## config.mk

```make
export PLATFORM = sky130hd
export DESIGN_NAME = json_string_unescape_utf8
export DESIGN_NICKNAME = d
export VERILOG_FILES = /design/src/jsu_pkg.sv /design/src/jsu_front.sv /design/src/jsu_queue.sv /design/src/jsu_back.sv /design/src/json_string_unescape_utf8.sv
export VERILOG_INCLUDE_DIRS = /design/src /design/src/src
export SDC_FILE = /design/constraint.sdc
export NUM_CORES = 1
export LEC_CHECK = 0
export BUFFER_PORTS_ARGS = -buffer_cell sky130_fd_sc_hd__buf_2
export CAP_MARGIN = 20
export CORE_MARGIN = 2
export CORE_UTILIZATION = 48
export CTS_CLUSTER_SIZE = 8
export DETAILED_ROUTE_END_ITERATION = 8
export GPL_TIMING_DRIVEN = 0
export HOLD_SLACK_MARGIN = 0.02
export PLACE_DENSITY_LB_ADDON = 0.3
export SYNTH_ARGS = -nofsm -noshare
export SYNTH_HDL_FRONTEND = slang
export SYNTH_SLANG_ARGS = --single-unit
```

## constraint.sdc

```tcl
create_clock -name clock -period 7.99 [get_ports clock]
set_input_delay 0 -clock clock [delete_from_list [all_inputs] [get_ports clock]]
set_output_delay 0 -clock clock [all_outputs]
set_load 0.05 [all_outputs]
```

## src/json_string_unescape_utf8_defines.svh

```systemverilog
//------------------------------------------------------------------------------
// JSON string unescaper assertion macros
// Shared concurrent assertion forms used by the decoder's modules.
//------------------------------------------------------------------------------
`ifndef JSON_STRING_UNESCAPE_UTF8_DEFINES_SVH
`define JSON_STRING_UNESCAPE_UTF8_DEFINES_SVH

// The consequent must hold in the same cycle as the antecedent.
`define JSU_ASSERT_IMP(label, clk, rst, ante, cons, msg) \
   label: assert property (@(posedge clk) disable iff (rst) (ante) |-> (cons)) \
      else $error(msg);

// The consequent must hold in the cycle after the antecedent.
`define JSU_ASSERT_NEXT(label, clk, rst, ante, cons, msg) \
   label: assert property (@(posedge clk) disable iff (rst) (ante) |=> (cons)) \
      else $error(msg);

`endif

```

## src/jsu_pkg.sv

```systemverilog
//------------------------------------------------------------------------------
// JSON string unescaper package
// Types, codes and constants shared by the front end, queue and back end.
//------------------------------------------------------------------------------
package jsu_pkg;

   localparam int unsigned QUEUE_DEPTH_DEFAULT = 4;
   localparam int unsigned CP_WIDTH = 21;

   localparam logic [7:0] CHAR_QUOTE     = 8'h22;
   localparam logic [7:0] CHAR_BACKSLASH = 8'h5C;
   localparam logic [7:0] CHAR_SLASH     = 8'h2F;
   localparam logic [7:0] CHAR_LOWER_B   = 8'h62;
   localparam logic [7:0] CHAR_LOWER_F   = 8'h66;
   localparam logic [7:0] CHAR_LOWER_N   = 8'h6E;
   localparam logic [7:0] CHAR_LOWER_R   = 8'h72;
   localparam logic [7:0] CHAR_LOWER_T   = 8'h74;
   localparam logic [7:0] CHAR_LOWER_U   = 8'h75;
   localparam logic [7:0] CTRL_BACKSPACE = 8'h08;
   localparam logic [7:0] CTRL_FORMFEED  = 8'h0C;
   localparam logic [7:0] CTRL_NEWLINE   = 8'h0A;
   localparam logic [7:0] CTRL_RETURN    = 8'h0D;
   localparam logic [7:0] CTRL_TAB       = 8'h09;

   localparam logic [15:0] HIGH_SURR_FIRST = 16'hD800;
   localparam logic [15:0] HIGH_SURR_LAST  = 16'hDBFF;
   localparam logic [5:0]  LOW_SURR_PREFIX = 6'b110111;
   localparam logic [20:0] SUPPLEMENTARY_BASE = 21'h10000;

   typedef enum logic [2:0] {
      MODE_IDLE   = 3'd0,
      MODE_BODY   = 3'd1,
      MODE_ESC    = 3'd2,
      MODE_HEX1   = 3'd3,
      MODE_WANTBS = 3'd4,
      MODE_WANTU  = 3'd5,
      MODE_HEX2   = 3'd6
   } mode_type;

   typedef enum logic [2:0] {
      ERR_NONE         = 3'd0,
      ERR_NO_OPEN      = 3'd1,
      ERR_END_STRING   = 3'd2,
      ERR_END_ESCAPE   = 3'd3,
      ERR_BAD_UNICODE  = 3'd4,
      ERR_BAD_SURROGATE = 3'd5,
      ERR_BAD_ESCAPE   = 3'd6
   } err_type;

   typedef enum logic [1:0] {
      CMD_BYTE       = 2'd0,
      CMD_CODE_POINT = 2'd1,
      CMD_DONE       = 2'd2,
      CMD_ERROR      = 2'd3
   } cmd_kind_type;

   typedef struct packed {
      cmd_kind_type          kind;
      logic [CP_WIDTH-1:0]   value;
      err_type               err;
   } cmd_type;

endpackage

```

## src/jsu_front.sv

```systemverilog
//------------------------------------------------------------------------------
// JSON string unescaper front end
// Accepts raw bytes, tracks the escape state and queues one command per
// byte that yields output.
//------------------------------------------------------------------------------
module jsu_front (
   input  logic             clock,
   input  logic             reset,
   input  logic             req_valid,
   output logic             req_stall,
   input  logic [7:0]       req_data_byte,
   input  logic             req_at_end,
   input  logic             queue_full,
   output logic             push_valid,
   output jsu_pkg::cmd_type push_data
);
   import jsu_pkg::*;

   mode_type    mode_ff, mode_in;
   logic [15:0] hex_acc_ff, hex_acc_in;
   logic [1:0]  hex_cnt_ff, hex_cnt_in;
   logic [9:0]  hi_sur_ff, hi_sur_in;

   logic        accept;
   logic        hex_ok;
   logic [3:0]  hex_val;
   logic [15:0] hex_next;
   logic        emit;
   cmd_type     cmd;
   err_type     hex_err;

   function automatic logic [4:0] hex_decode(input logic [7:0] c);
      logic [4:0] r;
      r = 5'd0;
      if (c >= 8'h30 && c <= 8'h39) begin
         r = {1'b1, 4'(c - 8'h30)};
      end else if (c >= 8'h61 && c <= 8'h66) begin
         r = {1'b1, 4'(c - 8'h57)};
      end else if (c >= 8'h41 && c <= 8'h46) begin
         r = {1'b1, 4'(c - 8'h37)};
      end
      return r;
   endfunction

   assign req_stall = queue_full;
   assign accept = req_valid && !queue_full;
   assign {hex_ok, hex_val} = hex_decode(req_data_byte);
   assign hex_next = {hex_acc_ff[11:0], hex_val};
   assign hex_err = (mode_ff == MODE_HEX1) ? ERR_BAD_UNICODE : ERR_BAD_SURROGATE;

   always_ff @(posedge clock) begin
      if (reset) begin
         mode_ff    <= MODE_IDLE;
         hex_acc_ff <= '0;
         hex_cnt_ff <= '0;
         hi_sur_ff  <= '0;
      end else if (accept) begin
         mode_ff    <= mode_in;
         hex_acc_ff <= hex_acc_in;
         hex_cnt_ff <= hex_cnt_in;
         hi_sur_ff  <= hi_sur_in;
      end
   end

   always_comb begin
      mode_in    = mode_ff;
      hex_acc_in = hex_acc_ff;
      hex_cnt_in = hex_cnt_ff;
      hi_sur_in  = hi_sur_ff;
      emit       = 1'b0;
      cmd.kind   = CMD_BYTE;
      cmd.value  = {13'd0, req_data_byte};
      cmd.err    = ERR_NONE;
      unique case (mode_ff)
         MODE_BODY: begin
            if (req_at_end) begin
               emit = 1'b1; cmd.kind = CMD_ERROR; cmd.err = ERR_END_STRING;
               mode_in = MODE_IDLE;
            end else if (req_data_byte == CHAR_QUOTE) begin
               emit = 1'b1; cmd.kind = CMD_DONE;
               mode_in = MODE_IDLE;
            end else if (req_data_byte == CHAR_BACKSLASH) begin
               mode_in = MODE_ESC;
            end else begin
               emit = 1'b1;
            end
         end
         MODE_ESC: begin
            mode_in = MODE_BODY;
            emit = 1'b1;
            if (req_at_end) begin
               cmd.kind = CMD_ERROR; cmd.err = ERR_END_ESCAPE;
               mode_in = MODE_IDLE;
            end else begin
               unique case (req_data_byte)
                  CHAR_QUOTE, CHAR_BACKSLASH, CHAR_SLASH: cmd.value = {13'd0, req_data_byte};
                  CHAR_LOWER_B: cmd.value = {13'd0, CTRL_BACKSPACE};
                  CHAR_LOWER_F: cmd.value = {13'd0, CTRL_FORMFEED};
                  CHAR_LOWER_N: cmd.value = {13'd0, CTRL_NEWLINE};
                  CHAR_LOWER_R: cmd.value = {13'd0, CTRL_RETURN};
                  CHAR_LOWER_T: cmd.value = {13'd0, CTRL_TAB};
                  CHAR_LOWER_U: begin
                     emit = 1'b0;
                     mode_in = MODE_HEX1;
                     hex_acc_in = '0;
                     hex_cnt_in = '0;
                  end
                  default: begin
                     cmd.kind = CMD_ERROR; cmd.err = ERR_BAD_ESCAPE;
                     mode_in = MODE_IDLE;
                  end
               endcase
            end
         end
         MODE_HEX1, MODE_HEX2: begin
            if (req_at_end || !hex_ok) begin
               emit = 1'b1; cmd.kind = CMD_ERROR; cmd.err = hex_err;
               mode_in = MODE_IDLE;
            end else begin
               hex_acc_in = hex_next;
               if (hex_cnt_ff != 2'd3) begin
                  hex_cnt_in = hex_cnt_ff + 2'd1;
               end else begin
                  hex_cnt_in = '0;
                  if (mode_ff == MODE_HEX1) begin
                     if (hex_next >= HIGH_SURR_FIRST && hex_next <= HIGH_SURR_LAST) begin
                        hi_sur_in = hex_next[9:0];
                        mode_in = MODE_WANTBS;
                     end else begin
                        emit = 1'b1; cmd.kind = CMD_CODE_POINT;
                        cmd.value = {5'd0, hex_next};
                        mode_in = MODE_BODY;
                     end
                  end else if (hex_next[15:10] != LOW_SURR_PREFIX) begin
                     emit = 1'b1; cmd.kind = CMD_ERROR; cmd.err = ERR_BAD_SURROGATE;
                     mode_in = MODE_IDLE;
                  end else begin
                     emit = 1'b1; cmd.kind = CMD_CODE_POINT;
                     cmd.value = SUPPLEMENTARY_BASE + {1'b0, hi_sur_ff, hex_next[9:0]};
                     mode_in = MODE_BODY;
                  end
               end
            end
         end
         MODE_WANTBS: begin
            if (req_at_end || req_data_byte != CHAR_BACKSLASH) begin
               emit = 1'b1; cmd.kind = CMD_ERROR; cmd.err = ERR_BAD_SURROGATE;
               mode_in = MODE_IDLE;
            end else begin
               mode_in = MODE_WANTU;
            end
         end
         MODE_WANTU: begin
            if (req_at_end || req_data_byte != CHAR_LOWER_U) begin
               emit = 1'b1; cmd.kind = CMD_ERROR; cmd.err = ERR_BAD_SURROGATE;
               mode_in = MODE_IDLE;
            end else begin
               mode_in = MODE_HEX2;
               hex_acc_in = '0;
               hex_cnt_in = '0;
            end
         end
         default: begin
            if (req_at_end || req_data_byte != CHAR_QUOTE) begin
               emit = 1'b1; cmd.kind = CMD_ERROR; cmd.err = ERR_NO_OPEN;
               mode_in = MODE_IDLE;
            end else begin
               mode_in = MODE_BODY;
            end
         end
      endcase
   end

   assign push_valid = accept && emit;
   assign push_data  = cmd;

endmodule

```

## src/jsu_queue.sv

```systemverilog
//------------------------------------------------------------------------------
// JSON string unescaper command queue
// A small first-in first-out buffer of decoded commands between the front
// end and the back end.
//------------------------------------------------------------------------------
`include "json_string_unescape_utf8_defines.svh"

module jsu_queue #(
   parameter int unsigned DEPTH = jsu_pkg::QUEUE_DEPTH_DEFAULT
) (
   input  logic             clock,
   input  logic             reset,
   input  logic             push_valid,
   input  jsu_pkg::cmd_type push_data,
   output logic             full,
   output logic             head_valid,
   output jsu_pkg::cmd_type head_data,
   input  logic             pop
);
   import jsu_pkg::*;

   localparam int unsigned PtrW = (DEPTH > 1) ? $clog2(DEPTH) : 1;
   localparam int unsigned CntW = $clog2(DEPTH + 1);

   cmd_type          entries_ff [DEPTH];
   logic [PtrW-1:0]  wr_ptr_ff, wr_ptr_in;
   logic [PtrW-1:0]  rd_ptr_ff, rd_ptr_in;
   logic [CntW-1:0]  count_ff, count_in;

   function automatic logic [PtrW-1:0] next_ptr(input logic [PtrW-1:0] p);
      return (p == PtrW'(DEPTH - 1)) ? '0 : p + 1'b1;
   endfunction

   assign full       = (count_ff == CntW'(DEPTH));
   assign head_valid = (count_ff != '0);
   assign head_data  = entries_ff[rd_ptr_ff];

   always_comb begin
      wr_ptr_in = push_valid ? next_ptr(wr_ptr_ff) : wr_ptr_ff;
      rd_ptr_in = pop ? next_ptr(rd_ptr_ff) : rd_ptr_ff;
      count_in  = count_ff + CntW'(push_valid) - CntW'(pop);
   end

   always_ff @(posedge clock) begin
      if (reset) begin
         wr_ptr_ff <= '0;
         rd_ptr_ff <= '0;
         count_ff  <= '0;
      end else begin
         wr_ptr_ff <= wr_ptr_in;
         rd_ptr_ff <= rd_ptr_in;
         count_ff  <= count_in;
      end
   end

   always_ff @(posedge clock) begin
      if (push_valid) begin
         entries_ff[wr_ptr_ff] <= push_data;
      end
   end

   `JSU_ASSERT_IMP(a_no_overflow, clock, reset, push_valid, !full, "push into a full queue")
   `JSU_ASSERT_IMP(a_no_underflow, clock, reset, pop, head_valid, "pop from an empty queue")
   `JSU_ASSERT_NEXT(a_count_tracks, clock, reset, push_valid && !pop, count_ff != '0,
      "queue count lost a pushed command")

endmodule

```

## src/jsu_back.sv

```systemverilog
//------------------------------------------------------------------------------
// JSON string unescaper back end
// Expands queued commands into result transactions, one UTF-8 byte per
// cycle while the output is not stalled, through a registered output stage.
//------------------------------------------------------------------------------
`include "json_string_unescape_utf8_defines.svh"

module jsu_back (
   input  logic             clock,
   input  logic             reset,
   input  logic             head_valid,
   input  jsu_pkg::cmd_type head_data,
   output logic             pop,
   output logic             rsp_valid,
   input  logic             rsp_stall,
   output logic [7:0]       rsp_out_byte,
   output logic             rsp_byte_valid,
   output logic             rsp_string_done,
   output logic [2:0]       rsp_error_code,
   output logic             rsp_last_of_run
);
   import jsu_pkg::*;

   logic [1:0]       idx_ff, idx_in;
   logic             rsp_valid_ff, rsp_valid_in;
   logic [7:0]       out_byte_ff;
   logic             byte_valid_ff;
   logic             string_done_ff;
   logic [2:0]       error_code_ff;
   logic             last_ff;

   logic [3:0][7:0]  enc_bytes;
   logic [1:0]       last_idx;
   logic             load;
   logic             is_last;
   logic [20:0]      cp;

   assign cp = head_data.value;

   always_comb begin
      enc_bytes = '0;
      last_idx  = 2'd0;
      if (head_data.kind == CMD_CODE_POINT) begin
         if (cp <= 21'h7F) begin
            enc_bytes[0] = cp[7:0];
         end else if (cp <= 21'h7FF) begin
            last_idx = 2'd1;
            enc_bytes[0] = {3'b110, cp[10:6]};
            enc_bytes[1] = {2'b10, cp[5:0]};
         end else if (cp <= 21'hFFFF) begin
            last_idx = 2'd2;
            enc_bytes[0] = {4'b1110, cp[15:12]};
            enc_bytes[1] = {2'b10, cp[11:6]};
            enc_bytes[2] = {2'b10, cp[5:0]};
         end else begin
            last_idx = 2'd3;
            enc_bytes[0] = {5'b11110, cp[20:18]};
            enc_bytes[1] = {2'b10, cp[17:12]};
            enc_bytes[2] = {2'b10, cp[11:6]};
            enc_bytes[3] = {2'b10, cp[5:0]};
         end
      end else if (head_data.kind == CMD_BYTE) begin
         enc_bytes[0] = cp[7:0];
      end
   end

   assign load    = head_valid && (!rsp_valid_ff || !rsp_stall);
   assign is_last = (idx_ff == last_idx);
   assign pop     = load && is_last;

   always_comb begin
      idx_in       = idx_ff;
      rsp_valid_in = rsp_valid_ff;
      if (load) begin
         rsp_valid_in = 1'b1;
         idx_in = is_last ? 2'd0 : idx_ff + 2'd1;
      end else if (rsp_valid_ff && !rsp_stall) begin
         rsp_valid_in = 1'b0;
      end
   end

   always_ff @(posedge clock) begin
      if (reset) begin
         idx_ff       <= '0;
         rsp_valid_ff <= 1'b0;
      end else begin
         idx_ff       <= idx_in;
         rsp_valid_ff <= rsp_valid_in;
      end
   end

   always_ff @(posedge clock) begin
      if (load) begin
         out_byte_ff    <= enc_bytes[idx_ff];
         byte_valid_ff  <= (head_data.kind == CMD_BYTE) || (head_data.kind == CMD_CODE_POINT);
         string_done_ff <= (head_data.kind == CMD_DONE);
         error_code_ff  <= (head_data.kind == CMD_ERROR) ? head_data.err : ERR_NONE;
         last_ff        <= is_last;
      end
   end

   assign rsp_valid       = rsp_valid_ff;
   assign rsp_out_byte    = out_byte_ff;
   assign rsp_byte_valid  = byte_valid_ff;
   assign rsp_string_done = string_done_ff;
   assign rsp_error_code  = error_code_ff;
   assign rsp_last_of_run = last_ff;

   `JSU_ASSERT_IMP(a_expansion_holds_head, clock, reset, idx_ff != 2'd0, head_valid,
      "command left the queue before all its bytes were sent")
   `JSU_ASSERT_IMP(a_status_is_last, clock, reset, rsp_valid_ff && !rsp_byte_valid,
      rsp_last_of_run, "done or error result not marked last")
   `JSU_ASSERT_IMP(a_byte_no_status, clock, reset, rsp_valid_ff && rsp_byte_valid,
      !rsp_string_done && rsp_error_code == ERR_NONE, "byte result carries status")

endmodule

```

## src/json_string_unescape_utf8.sv

```systemverilog
//------------------------------------------------------------------------------
// JSON string unescaper with UTF-8 output
//
//   Channel  Direction  Handshake           Payload
//   req      in         req_valid/stall     data_byte, at_end
//   rsp      out        rsp_valid/stall     out_byte, byte_valid, string_done,
//                                           error_code, last_of_run
//
// One request transaction is taken per cycle while the command queue has room.
// Each command leaves as one to four response transactions, one per cycle
// while the response is not stalled; a code point escape with an n-byte
// encoding stays at the queue head until all its bytes are sent.
// Reset is synchronous and clears the decode state, the queue and the output valid flag.
// A stalled response holds; the queue fills and then stalls requests.
//------------------------------------------------------------------------------
module json_string_unescape_utf8 #(
   parameter int unsigned QUEUE_DEPTH = jsu_pkg::QUEUE_DEPTH_DEFAULT
) (
   input  logic       clock,
   input  logic       reset,
   input  logic       req_valid,
   output logic       req_stall,
   input  logic [7:0] req_data_byte,
   input  logic       req_at_end,
   output logic       rsp_valid,
   input  logic       rsp_stall,
   output logic [7:0] rsp_out_byte,
   output logic       rsp_byte_valid,
   output logic       rsp_string_done,
   output logic [2:0] rsp_error_code,
   output logic       rsp_last_of_run
);
   import jsu_pkg::*;

   logic    push_valid;
   cmd_type push_data;
   logic    queue_full;
   logic    head_valid;
   cmd_type head_data;
   logic    pop;

   jsu_front u_front (
      .clock         (clock),
      .reset         (reset),
      .req_valid     (req_valid),
      .req_stall     (req_stall),
      .req_data_byte (req_data_byte),
      .req_at_end    (req_at_end),
      .queue_full    (queue_full),
      .push_valid    (push_valid),
      .push_data     (push_data)
   );

   jsu_queue #(
      .DEPTH (QUEUE_DEPTH)
   ) u_queue (
      .clock      (clock),
      .reset      (reset),
      .push_valid (push_valid),
      .push_data  (push_data),
      .full       (queue_full),
      .head_valid (head_valid),
      .head_data  (head_data),
      .pop        (pop)
   );

   jsu_back u_back (
      .clock           (clock),
      .reset           (reset),
      .head_valid      (head_valid),
      .head_data       (head_data),
      .pop             (pop),
      .rsp_valid       (rsp_valid),
      .rsp_stall       (rsp_stall),
      .rsp_out_byte    (rsp_out_byte),
      .rsp_byte_valid  (rsp_byte_valid),
      .rsp_string_done (rsp_string_done),
      .rsp_error_code  (rsp_error_code),
      .rsp_last_of_run (rsp_last_of_run)
   );

endmodule
```

==> results.py, run 1 <==
metrics = {
    "synth": {
        "synth_top_flop_cell": "edfxtp_1",
        "synth-warning-count": 0,
        "synth.avg_cell_area_um2": 12.5,
        "syn_nets": 647,
        "async_flop_share_pct": 0,
        "synth_edf_count": 118,
        "ys_seq_area_share_pct": 55.9,
        "ys_seq_elements": 157,
        "yosysUniqueCellTypes": 84,
        "syn_area_um2": 7730,
        "synthCells": 620,
    },
    "clocking": {
        "cts_buffer_depth": 2,
        "h-tree-depth": 4,
        "path_clk_slew_ps": 60,
        "tritoncts": "built",
        "cts_buffers": 17,
        "post_cts_resized": 0,
        "clockRootBuffer": "clkbuf_16",
        "clock_latency_ps": 430,
        "holdBufCountCts": 4,
        "cts_setup_buffers": 0,
        "cts.sinks": 157,
    },
    "place": {
        "hpwl_um": 12700,
        "gp_congestion": 0.899,
        "io_buffer_count": 26,
    },
    "route": {
        "wl_per_cell_um": 19.9,
        "num_vias": 5394,
        "drt_wl_total_um": 18000,
        "drtIter0Drc": 477,
        "via_per_inst": 5.97,
        "dr.pass1.iters": 6,
        "drt.antenna.violating_nets": 0,
        "route.detailed.drc": 0,
    },
    "finish": {
        "num_antenna_cells": 0,
        "nets": 701,
        "drive_gt1_share_pct": 15.9,
        "fill_cells": 1298,
        "area.growth.synth_to_final_pct": 14.6,
        "final_common_cell": "edfxtp_1",
        "register_area_um2": 4320,
        "multi_input_area_um2": 3170,
        "post-route-util_pct": 56.0,
        "final_cell_mix": "118 x edfxtp_1, 52 x nand2_1, 49 x nor2_1",
    },
    "critical_path": {
        "r2r_cells": 13,
        "critPathKind": "reg2reg",
        "rrSetupSlack_ps": 3660,
        "crit_path_max_fanout": 10,
        "crit_path_start_kind": "flop",
        "critPathCaptureType": "flop",
        "worst_ep_required_time_ps": 8290,
        "r2r-end": "u_queue.count_ff[2]",
        "cp_data_arrival_time_ps": 4620,
    },
    "sta": {
        "rsz0062_at_grt": "no",
        "hold_violations": 0,
        "period_share_pct": 54.2,
        "tightest_slew_ps": 926,
        "drv_slew": 0,
        "max_slew_margin_pct": 37.8,
        "holdWs_ps": 90.6,
        "period_needed_ps": 4330,
        "tns_ps": 0,
        "setup_violations": 0,
        "skew_ps": 8.96,
        "fmax_ghz": 0.231,
    },
    "die": {
        "ios": 29,
        "std_cell_rows": 46,
        "core_um2": 15800,
        "die_y_um": 131,
        "dieArea_um2": 17100,
        "start_util_pct": 48.8,
        "fp.dieW_um": 131,
    },
    "grt": {
        "antenna_found_initial": 0,
        "globalRouteOverflowTotal": 0,
        "grt_usage_pct": 22.3,
        "grt_max_degree": 19,
        "grt_pass1_vias": 5193,
        "grt_pass1_wl_um": 28500,
    },
    "hold_path": {
        "hold_end": "u_front.hex_acc_ff[1]",
        "hp-class": "in2reg",
        "min_from": "req_data_byte[1]",
        "holdPathStages": 3,
    },
    "power": {
        "power_density_nw_per_um2": 298,
        "p_leak_nw": 2.99,
        "peakVddDrop_uv": 203,
    },
    "status": {
        "outcome": "finished, final reports clean",
    },
    "job": {
        "maxCapViolCount": 0,
    },
}
## layer usage
layer / up-vias / GRT usage (%) / wire length (um)
li1: 2519 / - / -
met1: 2655 / 30.6 / 8150
met2: 190 / 36.2 / 8470
met3: 30 / 3.54 / 962
met4: 0 / 8.51 / 395
met5: - / 0 / 0
## cells in the mapped netlist, types with 5 or more instances
cell type | n | share of area, %
mux2i_1 | 17 | 2.2
a22o_1 | 14 | 1.6
o21ai_0 | 16 | 1.0
a21oi_1 | 35 | 2.3
ha_1 | 13 | 2.1
nor4_1 | 7 | 0.57
nand2_1 | 52 | 2.5
nand2b_1 | 10 | 0.81
inv_1 | 18 | 0.87
nand3_1 | 20 | 1.3
nor2b_1 | 6 | 0.49
a31oi_1 | 5 | 0.40
nor2_1 | 49 | 2.4
clkbuf_1 | 22 | 1.1
dfxtp_1 | 39 | 10
and3_1 | 9 | 0.73
mux4_2 | 21 | 6.1
a211oi_1 | 9 | 0.87
or3_1 | 5 | 0.40
nor3_1 | 12 | 0.78
edfxtp_1 | 118 | 46
a22oi_1 | 6 | 0.58
o21a_1 | 6 | 0.58
mux4_1 | 5 | 1.7
and2_1 | 7 | 0.57
a21o_1 | 6 | 0.58
## cell type report
class | instances | share of cell area, %
Inverter | 20 | 0.847
Multi-Input combinational cell | 412 | 35.7
Clock buffer | 21 | 4.97
Tap cell | 216 | 3.05
Clock inverter | 11 | 1.37
Sequential cell | 157 | 48.8
Timing Repair Buffer | 35 | 3.33
Buffer | 31 | 1.92
## report_power, final
| group | internal [mW] | switching, mW |
|---|---|---|
| clock | 0.458 | 0.309 |
| combinational | 0.304 | 0.547 |
| sequential | 0.992 | 0.0283 |
## critical path, stage by stage, from the launching register on
cell	delay (ps)
dfxtp_1	320
clkbuf_1	420
clkbuf_1	500
mux4_2	500
nor4_4	630
a31oi_4	260
o221ai_4	340
and2_4	210
ha_1	130
inv_1	40
ha_1	190
fa_1	420
xnor2_1	170
nor2_1	50
## through the flow
stage,instance area (um^2),setup WS [ps],std cells,total power [mW]
4_1_cts,8860,3640,903,2.66
3_3_place_gp,8130,3750,862,1.85
2_1_floorplan,7730,4390,620,1.66
5_1_grt,8860,3470,903,2.76
6_report,8860,3660,903,2.64
3_5_place_dp,8260,3660,867,1.89
## flip-flops by register name, summed over array words and instances (netlist names), named ones only
name and flops:
u_back.rsp_last_of_run 1, u_back.rsp_valid 1, u_queue.entries_ff 104, u_back.rsp_byte_valid 1
u_front.hex_acc_ff 12, u_front.hi_sur_ff 10, u_back.idx_ff 2, u_front.hex_cnt_ff 2
u_queue.rd_ptr_ff 2, u_queue.wr_ptr_ff 2, u_front.mode_ff 3, u_back.rsp_string_done 1
u_back.rsp_error_code 3, u_queue.count_ff 3, u_back.rsp_out_byte 8
## worst max path at each step
stage	from	end	slack, ps	cells past startpoint
CTS	flop	u_queue.count_ff[2]	3640	13
global route	flop	u_queue.count_ff[2]	3470	13
finish	flop	u_queue.count_ff[2]	3660	13
detailed placement	flop	u_queue.count_ff[2]	3660	13
floorplan	flop	u_queue.count_ff[2]	4390	14
global placement	flop	u_queue.count_ff[1]	3750	12
## logic make-up (layout without fill, tap and decap cells)
logic type,count (synthesis),in the layout,synth area share (%)
flops,157,157,55.9
simple gates,203,203,13.7
buf+inv,51,118,3.17
compound gates,145,145,14.0
mux,44,44,10.2
fa+ha+maj,15,15,2.49
xor+xnor,5,5,0.567
No activity file was read; power rests on OpenSTA's default activity.
==> run 2: changes to the inputs <==
==> constraint.sdc (replaced) <==
create_clock -name clock -period 4.5 [get_ports clock]
set_input_delay 0 -clock clock [delete_from_list [all_inputs] [get_ports clock]]
set_output_delay 0 -clock clock [all_outputs]
set_load 0.05 [all_outputs]
==> results.py, run 2 (same netlist as run 1, synthesis figures left out) <==
metrics = {
    "finish": {
        "stdcell_area_um2": 8860,
        "drive_gt1_share_pct": 16.0,
        "reg_top3": "u_queue.entries_ff x104, u_front.hex_acc_ff x12, u_front.hi_sur_ff x10",
        "nets": 701,
        "largest_reg_flops": 104,
        "final_common_cell": "edfxtp_1",
        "final_cell_mix": "118 x edfxtp_1, 52 x nand2_1, 49 x nor2_1",
        "area.growth.synth_to_final_pct": 14.6,
        "regMostFlops": "u_queue.entries_ff",
        "post-route-util_pct": 56.0,
        "fin_cells": 903,
        "num_antenna_cells": 0,
    },
    "die": {
        "die_y_um": 131,
        "start_util_pct": 48.8,
        "core_um2": 15800,
        "fp.dieW_um": 131,
        "dieArea_um2": 17100,
        "std_cell_rows": 46,
        "ios": 29,
    },
    "power": {
        "p_leak_nw": 3.00,
        "peakVddDrop_uv": 360,
        "power_density_nw_per_um2": 528,
    },
    "clocking": {
        "cts_buffer_depth": 2,
        "cts_setup_buffers": 0,
        "clockRootBuffer": "clkbuf_16",
        "clock_latency_ps": 430,
        "cts_buffers": 17,
        "path_clk_slew_ps": 60,
        "cts.sinks": 157,
        "tritoncts": "built",
        "h-tree-depth": 4,
    },
    "grt": {
        "grt_pass1_vias": 5193,
        "grt_pass1_wl_um": 28500,
        "grt_use_met2_pct": 36.2,
        "use_met3_pct": 3.54,
        "grt_max_degree": 19,
        "globalRouteOverflowTotal": 0,
        "grt_usage_pct": 22.3,
        "use_met1_pct": 30.6,
        "grt_busiest_layer": "met2",
        "antenna_found_initial": 0,
    },
    "critical_path": {
        "max_stage_delay_ps": 630,
        "worst_ep_required_time_ps": 4800,
        "cp_slowest_cell": "nor4_4",
        "r2r-end": "u_queue.count_ff[2]",
        "crit_path_max_fanout": 10,
        "critPathCaptureType": "flop",
        "critPathKind": "reg2reg",
        "rrSetupSlack_ps": 350,
        "r2r_cells": 13,
        "cp_data_arrival_time_ps": 4440,
        "cpMostUsedCell": "ha_1",
        "crit_path_start_kind": "flop",
        "path_cells": "clkbuf_1 > clkbuf_2 > mux4_2 > nor4_4 > a31oi_4 > o221ai_4 > and2_4 > ha_1 > inv_1 > ha_1 > fa_1 > xnor2_1 > nor2_1",
    },
    "sta": {
        "tns_ps": 0,
        "period_needed_ps": 4150,
        "fmax_ghz": 0.241,
        "rsz0062_at_grt": "no",
        "drv_slew": 0,
        "hold_violations": 0,
        "max_slew_margin_pct": 38.1,
        "setup_violations": 0,
        "holdWs_ps": 93.7,
        "skew_ps": 8.09,
        "period_share_pct": 92.2,
        "tightest_slew_ps": 922,
    },
    "hold_path": {
        "holdPathStages": 3,
        "hold_end": "u_front.hex_acc_ff[1]",
        "hp-class": "in2reg",
        "min_from": "req_data_byte[1]",
    },
    "route": {
        "dr.pass1.iters": 5,
        "route.detailed.drc": 0,
        "drt_wl_total_um": 18000,
        "wl_per_cell_um": 19.9,
        "drt.antenna.violating_nets": 0,
        "num_vias": 5392,
        "via_per_inst": 5.97,
        "drtIter0Drc": 477,
    },
    "place": {
        "hpwl_um": 12700,
        "dp.cells": 867,
        "placed_area_um2": 8260,
        "gp_congestion": 0.899,
        "io_buffer_count": 26,
    },
    "status": {
        "outcome": "finished, final reports clean",
    },
    "job": {
        "maxCapViolCount": 0,
    },
}
==> run 2: cell count changes in the layout (fill, tap and decap cells not counted) <==
cell      delta
clkbuf_2     +1
clkbuf_1     -1
==> run 2: through the flow <==
stage               setup WS (ps)  power [mW]
finish                        352        4.68
floorplan                     903        2.95
global route                  180        4.90
detailed placement            168        3.35
global placement              258        3.28
CTS                           154        4.72
==> run 2: routing by layer <==
| layer | routed length (um) | share of wire, % |
|---|---|---|
| met2 | 8470 | 47 |
| met5 | 0 | 0 |
| met3 | 874 | 4.9 |
| met4 | 403 | 2.2 |
| met1 | 8230 | 46 |
==> run 2: worst max-delay path by stage <==
| stage | start | endpoint | slack [ps] | cells after the start |
|---|---|---|---|---|
| 2_1_floorplan | flop | u_queue.count_ff[2] | 900 | 14 |
| 3_3_place_gp | flop | u_queue.count_ff[1] | 260 | 12 |
| 3_5_place_dp | flop | u_queue.count_ff[2] | 170 | 13 |
| 4_1_cts | flop | u_queue.count_ff[2] | 150 | 13 |
| 5_1_grt | flop | u_queue.count_ff[2] | 180 | 13 |
| 6_report | flop | u_queue.count_ff[2] | 350 | 13 |
==> run 2: final cells by class <==
| cell class | instances | area (um^2) |
|---|---|---|
| plain buffers | 31 | 171 |
| clock inverters | 11 | 121 |
| well taps | 216 | 270 |
| clock buffers | 21 | 440 |
| repair buffers | 35 | 295 |
| inverters | 20 | 75.1 |
| flip-flops and latches | 157 | 4320 |
| multi-input cells | 412 | 3170 |
| fillers | 1297 | 6960 |
==> run 2: critical path: cells and delay by family (launching register included) <==
kind / cells / cell delay [ps]
xor gates and xnor gates: 1 / 170
DFF: 1 / 320
and+or+nand+nor: 3 / 890
AOI/OAI and AO/OA: 2 / 600
adders and majority gates: 3 / 740
muxes: 1 / 450
buffers and inverters: 3 / 820
==> run 2: power by group <==
part | internal [mW] | leakage, nW | switching [mW] | total (mW)
logic | 0.540 | 1.32 | 0.970 | 1.51
registers | 1.76 | 1.41 | 0.0503 | 1.81
clock network | 0.813 | 0.261 | 0.549 | 1.36
total | 3.11 | 3.00 | 1.57 | 4.68
==> run 2: what timing repair did <==
action                                  CTS  global route
hold endpoints to repair                 14             0
resized for setup                         0             2
hold buffers                              4             0
endpoints found under the setup margin    0             2
